[src/hdl/dpoc_pkg.sv]
// Shared types, constants and the pairwise overlap test for the die placement checker.
package dpoc_pkg;

   localparam int COORD_W = 24;
   localparam int SIZE_W  = 23;
   localparam int REQ_W   = 96;
   localparam int RSP_W   = 16;
   localparam int COUNT_W = 7;

   typedef struct packed {
      logic [SIZE_W-1:0]         h;
      logic [SIZE_W-1:0]         w;
      logic signed [COORD_W-1:0] y;
      logic signed [COORD_W-1:0] x;
   } rect_type;

   typedef enum logic [1:0] {
      ST_IDLE,
      ST_WALK,
      ST_EMIT
   } state_type;

   // Strict test on one axis: 2*|ca - cb| < sa + sb.
   function automatic logic axis_overlap(input logic signed [COORD_W-1:0] ca,
                                         input logic signed [COORD_W-1:0] cb,
                                         input logic [SIZE_W-1:0] sa,
                                         input logic [SIZE_W-1:0] sb);
      logic signed [COORD_W:0] diff;
      logic [COORD_W:0]        mag;
      logic [COORD_W+1:0]      twice;
      logic [SIZE_W:0]         span;
      diff  = {ca[COORD_W-1], ca} - {cb[COORD_W-1], cb};
      mag   = diff[COORD_W] ? (~diff + 1'b1) : diff;
      twice = {mag, 1'b0};
      span  = {1'b0, sa} + {1'b0, sb};
      return twice < {2'b00, span};
   endfunction

   function automatic logic rect_overlap(input rect_type a, input rect_type b);
      return axis_overlap(a.x, b.x, a.w, b.w) && axis_overlap(a.y, b.y, a.h, b.h);
   endfunction

endpackage

[src/hdl/dpoc_cell.sv]
// One slot of the rectangle chain: compares a passing rectangle, or stores it at the free slot.
module dpoc_cell import dpoc_pkg::*; #(
   parameter int CNT_W = 7
) (
   input  logic             clock,
   input  logic             reset,
   input  logic             up_vld,
   input  logic             up_hit,
   input  logic [CNT_W-1:0] up_rem,
   input  rect_type         up_rect,
   output logic             dn_vld,
   output logic             dn_hit,
   output logic [CNT_W-1:0] dn_rem,
   output rect_type         dn_rect,
   output logic             done,
   output logic             done_hit
);

   rect_type         rect_ff;
   logic             dn_vld_ff;
   logic             dn_hit_ff;
   logic [CNT_W-1:0] dn_rem_ff;
   rect_type         dn_rect_ff;
   logic             done_ff;
   logic             done_hit_ff;
   logic             store;
   logic             hit_now;

   assign store   = up_vld && (up_rem == '0);
   assign hit_now = rect_overlap(up_rect, rect_ff);

   always_ff @(posedge clock) begin
      if (reset) begin
         dn_vld_ff <= 1'b0;
         done_ff   <= 1'b0;
      end else begin
         dn_vld_ff <= up_vld && (up_rem != '0);
         done_ff   <= store;
      end
   end

   always_ff @(posedge clock) begin
      if (store) begin
         rect_ff <= up_rect;
      end
      dn_rect_ff  <= up_rect;
      dn_rem_ff   <= up_rem - 1'b1;
      dn_hit_ff   <= up_hit | hit_now;
      done_hit_ff <= up_hit;
   end

   assign dn_vld   = dn_vld_ff;
   assign dn_hit   = dn_hit_ff;
   assign dn_rem   = dn_rem_ff;
   assign dn_rect  = dn_rect_ff;
   assign done     = done_ff;
   assign done_hit = done_hit_ff;

endmodule

[config.mk]
export PLATFORM = sky130hd
export DESIGN_NAME = dpoc_cell
export DESIGN_NICKNAME = d
export VERILOG_FILES = /design/src/hdl/dpoc_pkg.sv /design/src/hdl/dpoc_cell.sv
export SDC_FILE = /design/constraint.sdc
export NUM_CORES = 1
export LEC_CHECK = 0
export BUFFER_PORTS_ARGS = -buffer_cell sky130_fd_sc_hd__buf_2
export CAP_MARGIN = 5
export CORE_MARGIN = 10
export CORE_UTILIZATION = 50
export CTS_CLUSTER_SIZE = 16
export DETAILED_ROUTE_END_ITERATION = 10
export GPL_ROUTABILITY_DRIVEN = 0
export PLACE_DENSITY_LB_ADDON = 0.08
export SLEW_MARGIN = 20
export SYNTH_ARGS = -nofsm -noshare
export SYNTH_HDL_FRONTEND = slang
export SYNTH_SLANG_ARGS = --single-unit
[constraint.sdc]
create_clock -name clock -period 6.7 [get_ports clock]
set_input_delay 1.675 -clock clock [delete_from_list [all_inputs] [get_ports clock]]
set_output_delay 1.675 -clock clock [all_outputs]
set_load 0.005 [all_outputs]
==> results of run 1 <==
-- power by group --
group / leakage (nW) / internal [mW] / total, mW / switching, mW
registers: 1.73 / 1.31 / 1.31 / 0.00750
logic: 4.24 / 0.271 / 0.601 / 0.330
clock network: 0.279 / 0.495 / 1.00 / 0.505
total: 6.25 / 2.07 / 2.92 / 0.842
-- layer usage --
| metal | share of wire [%] | global-route usage, % | vias up |
|---|---|---|---|
| met5 | 0 | 0 | - |
| met4 | 1.5 | 4.453 | 0 |
| met3 | 4.6 | 4.313 | 28 |
| met2 | 52 | 32.74 | 184 |
| met1 | 42 | 19.11 | 4274 |
| li1 | - | - | 4785 |
-- sequential cells by signal, summed over array words and instances, names as in the netlist --
name and flops:
dn_vld 1, dn_hit 1, dn_rect 94, dn_rem 7, done 1, rect_ff 94, done_hit 1
-- critical path: stages --
cell and delay, ns:
buf_2 0.09, inv_1 0.04, ha_1 0.21, fa_1 0.42, nor2b_2 0.19, o31a_1 0.17, o21ai_0 0.18, a22oi_4 0.23
o2111ai_1 0.17, or3_4 0.44, or4_4 0.56, or3_1 0.36, o31ai_1 0.32, xnor2_1 0.19, ha_1 0.28, nor2b_1 0.13
o21ai_0 0.15, nand2b_1 0.08, a211oi_1 0.22, o311ai_0 0.15, a211oi_1 0.24, a41o_1 0.19
-- placed cells by master (no fill, tap or decap), types with 16 or more instances in the layout --
cell | synthesis | routed
dfxtp_1 | 105 | 105
xnor2_1 | 72 | 72
a21oi_1 | 77 | 77
nor2_1 | 79 | 79
o21a_1 | 19 | 19
nor3_1 | 24 | 24
nor2b_1 | 16 | 16
inv_1 | 83 | 83
buf_2 | 0 | 209
a21o_1 | 34 | 34
nand3_1 | 28 | 28
ha_1 | 144 | 144
nand2_1 | 67 | 67
edfxtp_1 | 94 | 94
o21ai_0 | 62 | 62
xor2_1 | 44 | 44
clkbuf_16 | 0 | 17
-- kinds of logic (layout without fill, tap and decap cells) --
group	after synthesis	count (layout)
multiplexers	1	1
AO/OA/AOI/OAI	311	311
AND/OR/NAND/NOR	306	306
adder cells (fa/ha/maj)	148	148
buffers and inverters	98	339
flip-flops	199	199
XOR/XNOR	116	116
-- through the flow --
| stage | instances | utilization (%) | hold WS [ns] | setup TNS (ns) | area, sq um |
|---|---|---|---|---|---|
| 5_1_grt | 1739 | 59.29 | 1.116 | 0 | 13870 |
| 2_1_floorplan | 1179 | - | 0.8824 | 0 | 11830 |
| 3_3_place_gp | 1707 | 56.89 | 0.9919 | 0 | 13310 |
| 3_5_place_dp | 1707 | 56.89 | 1.017 | -0.02545 | 13310 |
| 4_1_cts | 1739 | 59.29 | 1.029 | 0 | 13870 |
| 6_report | 1739 | 59.29 | 1.033 | 0 | 13870 |
-- area by class of cell --
type,count,area (sq um)
multi-input cells,882,6519
flip-flops and latches,199,4925
clock buffers,18,429.2
fillers,2136,9528
well taps,319,399.1
clock inverters,14,132.6
repair buffers,224,1159
inverters,83,311.5
-- how the worst min path moves through the flow --
| stage | start | endpoint | slack [ns] | cells after the start |
|---|---|---|---|---|
| floorplan | rect_ff[47] | dn_hit | 0.88 | 5 |
| finish | rect_ff[47] | dn_hit | 1.03 | 5 |
| detailed placement | rect_ff[47] | dn_hit | 1.02 | 5 |
| global route | rect_ff[47] | dn_hit | 1.12 | 5 |
| CTS | rect_ff[47] | dn_hit | 1.03 | 5 |
| global placement | rect_ff[47] | dn_hit | 0.99 | 5 |
==> metrics.yaml, run 1 <==
regToRegSetupSlack_ns: 1.38
synthesis.instances: 1179
synth_mux_area_share_pct: 0.08460
yosysMostFrequentCell: "ha_1"
wl_per_cell_microns: 15.28
drt_pass1_iterations: 5
post-route-worst-setup-slack_ns: 0.3947
warnings_from_yosys: 0
synth-xor-area-share_pct: 8.587
synthesized_flop_and_latch_total: 199
crit_start: "up_rect[0]"
critPathCapture: "dn_hit"
post_synth.cell_area_avg_sq_um: 10.04
worst_slew_pin_slew_ns: 0.9110
timing.max_slew.rel_slack_pct: 39.27
grt_resource_usage_total_pct: 17.45
synthesis.area_sq_um: 11830
cts.path.max_buffers: 2
place_worst_setup_slack_ns: -0.02545
setup_violations: 0
reg2reg_to: "dn_hit"
r2r-start: "rect_ff[0]"
crit_required_ns: 7.08
cp_data_arrival_time_ns: 6.69
max_cap_viol_count: 0
power.ir.vdd_worst_mv: 0.1661
placeable_core_region_sq_um: 23400
number_of_routed_nets_with_antenna_violations: 0
route.detailed.drc: 0
cts-htree-levels: 4
synth_nets: 1432
fp.dieH_microns: 173.8
num_vias: 9271
tritoncts: "yes"
postCtsSetupBuffers: 0
edff_count_synth: 94
grt_setup_unrepaired: "false"
timing.critical_path.from_type: "primary input"
die_area_sq_um: 30220
grt_max_degree: 62
worstSetupPathType: "in2reg"
worst_setup_hold_path_clk_slew_ns: 0.07
synthDominantAreaCellType: "edfxtp_1"
placement.io_buffers: 209
total_power_mw: 2.915
synth_top_cells_by_count: "ha_1 (144), dfxtp_1 (105), edfxtp_1 (94)"
die_width_microns: 173.8
synth_flop_cell: "dfxtp_1"
final_hold_viols: 0
fin_worst_skew_ns: 0.01340
fin_nets: 1660
netlist-cell-type-count: 73
num_rows: 56
r2r_cells: 20
cts_made_buffers: 17
synth_top_area_share_pct: 23.86
grt_pass1_wl_mm: 44.23
cts_root_buffer: "clkbuf_16"
synth_top_family_by_area: "compound AO/OA/AOI/OAI gates"
ys_async_sr_fraction_pct: 0
hpwlAfterDp_mm: 20.82
cts-resized-gates: 0
drtIter0Drc: 469
yosys.area_share.simple_pct: 13.06
grt_pass1_vias: 9408
grt_antenna_before_repair: 0
routed_wirelength_mm: 26.57
start_util_pct: 50.56
hold_buffers: 0
highest_net_fanout_along_the_worst_path: 4
post_route_cells_drive_above_1_share_pct: 19.23
power.leakage_nw: 6.253
routed_via_density: 5.331
yosysSeqAreaShare_pct: 41.62
outcome: "finished clean"
period_share_pct: 94.11
grt.overflow.total: 0
period_minus_slack_ns: 6.305
synth_compound_gate_area_share_pct: 17.44
n_antenna_cell: 0
timing_max_transition_violations_final: 0
synth_area_leaders: "edfxtp_1 (24%), dfxtp_1 (18%), ha_1 (15%), xnor2_1 (5.3%), a21oi_1 (3.3%)"
post_synth_fa_ha_maj_area_fraction_pct: 15.91
clock_insertion_delay_worst_skew_ns: 0.45
hold_path.class: "reg2reg"
maxClockFrequency_ghz: 0.1586
p_per_area_nw_per_um2: 210.1
area.growth.synth_to_final_pct: 17.27
crit_path_end_kind: "flip-flop"
top_level_ports: 210
number_of_clock_sinks_seen_by_cts: 199
No activity file was read; power rests on OpenSTA's default activity.
==> inputs of run 2 (changes only) <==
--- a/config.mk
+++ b/config.mk
@@ -8,7 +8,7 @@
 export BUFFER_PORTS_ARGS = -buffer_cell sky130_fd_sc_hd__buf_2
 export CAP_MARGIN = 5
 export CORE_MARGIN = 10
-export CORE_UTILIZATION = 50
+export CORE_UTILIZATION = 54
 export CTS_CLUSTER_SIZE = 16
 export DETAILED_ROUTE_END_ITERATION = 10
 export GPL_ROUTABILITY_DRIVEN = 0
==> run 2 against run 1 <==
Largest cell class unchanged; combinational power up 0.8%; final area stayed put; register-to-register slack worse by 0.06 ns.
==> metrics.yaml, run 2 (synthesis gave the netlist of run 1 again) <==
outcome: "finished clean"
gr-max-usage-layer: "met2"
routed_wirelength_mm: 26.30  # -1.0%
period_minus_slack_ns: 6.367  # +0.06190 ns
postCtsSetupBuffers: 0  # unchanged
grt_max_degree: 54  # -13%
crit_path_end_kind: "flip-flop"
grt_resource_usage_total_pct: 18.30  # +0.85 points
timing.max_slew.rel_slack_pct: 49.35  # +10 points
num_vias: 9301  # +0.32%
worst_slew_pin_slew_ns: 0.7597  # -0.1513 ns
final_hold_viols: 0  # unchanged
finish.cell_count_without_fillers: 1701  # -2.2%
fin_worst_skew_ns: 0.01267  # -0.0007267 ns
wl_per_cell_microns: 15.46  # +1.2%
post-route-cell-area_sq_um: 13870  # unchanged
tritoncts: "yes"
crit_required_ns: 7.09  # about the same
drtIter0Drc: 353  # -25%
p_sw_mw: 0.8299  # -1.5%
p_clk_share_pct: 34.8  # +0.5 points
clock_insertion_delay_worst_skew_ns: 0.45  # about the same
num_rows: 54  # -3.6%
whs_ns: 1.039  # +0.005120 ns
number_of_clock_sinks_seen_by_cts: 199  # unchanged
routed_via_density: 5.468  # +2.6%
max_cap_viol_count: 0  # unchanged
total_power_mw: 2.942  # +0.92%
worst_setup_hold_path_clk_slew_ns: 0.07  # about the same
grt_antenna_before_repair: 0  # unchanged
die_area_sq_um: 28230  # -6.6%
grt_setup_unrepaired: "false"
setup_violations: 0  # unchanged
internal_power_mw: 2.112  # +1.9%
top_level_ports: 210  # unchanged
seq_power_share_pct: 44.6  # -0.5 points
highest_net_fanout_along_the_worst_path: 4  # unchanged
cts.path.max_buffers: 2  # unchanged
met3_usage_pct: 3.865  # -0.45 points
hpwlAfterDp_mm: 20.68  # -0.67%
worstSetupPathType: "in2reg"
hold_path.class: "reg2reg"
combPwrFrac_pct: 20.6  # about the same
p_per_area_nw_per_um2: 212.0  # +0.92%
total_placed_instance_area_sq_um: 13280  # -0.22%
timing_max_transition_violations_final: 0  # unchanged
placeable_core_region_sq_um: 21690  # -7.3%
fp.dieH_microns: 168.0  # -3.3%
route.detailed.drc: 0  # unchanged
maxClockFrequency_ghz: 0.1571  # -0.97%
die_width_microns: 168.0  # -3.3%
fin_nets: 1661  # +0.060%
cts-htree-levels: 4  # unchanged
drt_pass1_iterations: 5  # unchanged
power.leakage_nw: 6.276  # +0.36%
global_route.usage.met1_pct: 19.73  # +0.62 points
period_share_pct: 95.03  # +0.92 points
cts_made_buffers: 17  # unchanged
number_of_routed_nets_with_antenna_violations: 0  # unchanged
grt_pass1_wl_mm: 43.42  # -1.8%
post_route_cells_drive_above_1_share_pct: 19.35  # +0.13 points
cts_root_buffer: "clkbuf_16"
grt.overflow.total: 0  # unchanged
timing.critical_path.from_type: "primary input"
mostFrequentLayoutCells: "buf_2 (209), ha_1 (144), dfxtp_1 (105)"
place.detailed.instances: 1669  # -2.2%
layout.cells.most_common: "buf_2"
placement.io_buffers: 209  # unchanged
power.ir.vdd_worst_mv: 0.1388  # -16%
grt_util_met2_pct: 34.22  # +1.5 points
cts-resized-gates: 0  # unchanged
power.switching_fraction_pct: 28.21  # -0.69 points
hold_buffers: 0  # unchanged
cp_data_arrival_time_ns: 6.76  # +0.07 ns
n_antenna_cell: 0  # unchanged
start_util_pct: 54.55  # +4.0 points
grt_pass1_vias: 9329  # -0.84%
area.growth.synth_to_final_pct: 17.27  # unchanged
run 2: changes by cell type in the layout (fill, tap and decap cells not counted), sizes merged:
cell	delta
buf	+1
clkbuf	+3
inv	-4
clkinv	+1
run 2: stage by stage:
stage	util [%]	setup slack, ns	setup TNS, ns
after detailed placement	61.25	-0.02727	-0.02727
after CTS	63.95	0.3942	0
after global placement	61.25	0.1131	0
after global routing	63.97	0.04800	0
final	63.97	0.3328	0
after floorplan	-	0.4777	0
run 2: layout make-up:
| class | count | area, sq um |
|---|---|---|
| inverter | 83 | 311.5 |
| sequential | 199 | 4925 |
| multi-input combinational | 882 | 6524 |
| timing repair buffer | 225 | 1179 |
| fill | 1877 | 7814 |
| tap | 280 | 350.3 |
| clock inverter | 11 | 103.9 |
| clock buffer | 21 | 481.7 |
run 2: routing by layer:
metal  part of all wire, %  vias to the layer above
met5                     0                        -
met4                   2.4                        0
met3                   4.2                       39
met2                    53                      172
met1                    41                     4297
li1                      -                     4793
run 2: path summary, 6_finish.rpt:
kind / from / end / slack, ns / cells past startpoint
worst max-delay path: up_rect[0] / dn_hit / 0.33 / 22
worst min register to register: rect_ff[47] / dn_hit / 1.04 / 5
worst max register to register: rect_ff[0] / dn_hit / 1.32 / 20
worst min-delay path: rect_ff[47] / dn_hit / 1.04 / 5
run 2: power groups by stage:
stage,clock [mW],sequential (mW),combinational (mW)
after floorplan,0,1.35,0.406
after global placement,0,1.34,0.592
after detailed placement,0,1.34,0.604
after CTS,1.05,1.31,0.612
after global routing,1.09,1.32,0.689
final,1.02,1.31,0.606
run 2: critical path: stages:
cell,delay (ns)
buf_2,0.09
inv_1,0.04
ha_1,0.21
fa_1,0.43
nor2b_2,0.21
o31a_1,0.18
o21ai_0,0.19
a22oi_4,0.23
o2111ai_1,0.16
or3_4,0.44
or4_4,0.57
or3_1,0.35
o31ai_1,0.30
xnor2_1,0.19
ha_1,0.27
nor2b_1,0.14
o21ai_0,0.18
nand2b_1,0.09
a211oi_1,0.23
o311ai_0,0.16
a211oi_1,0.24
a41o_1,0.19
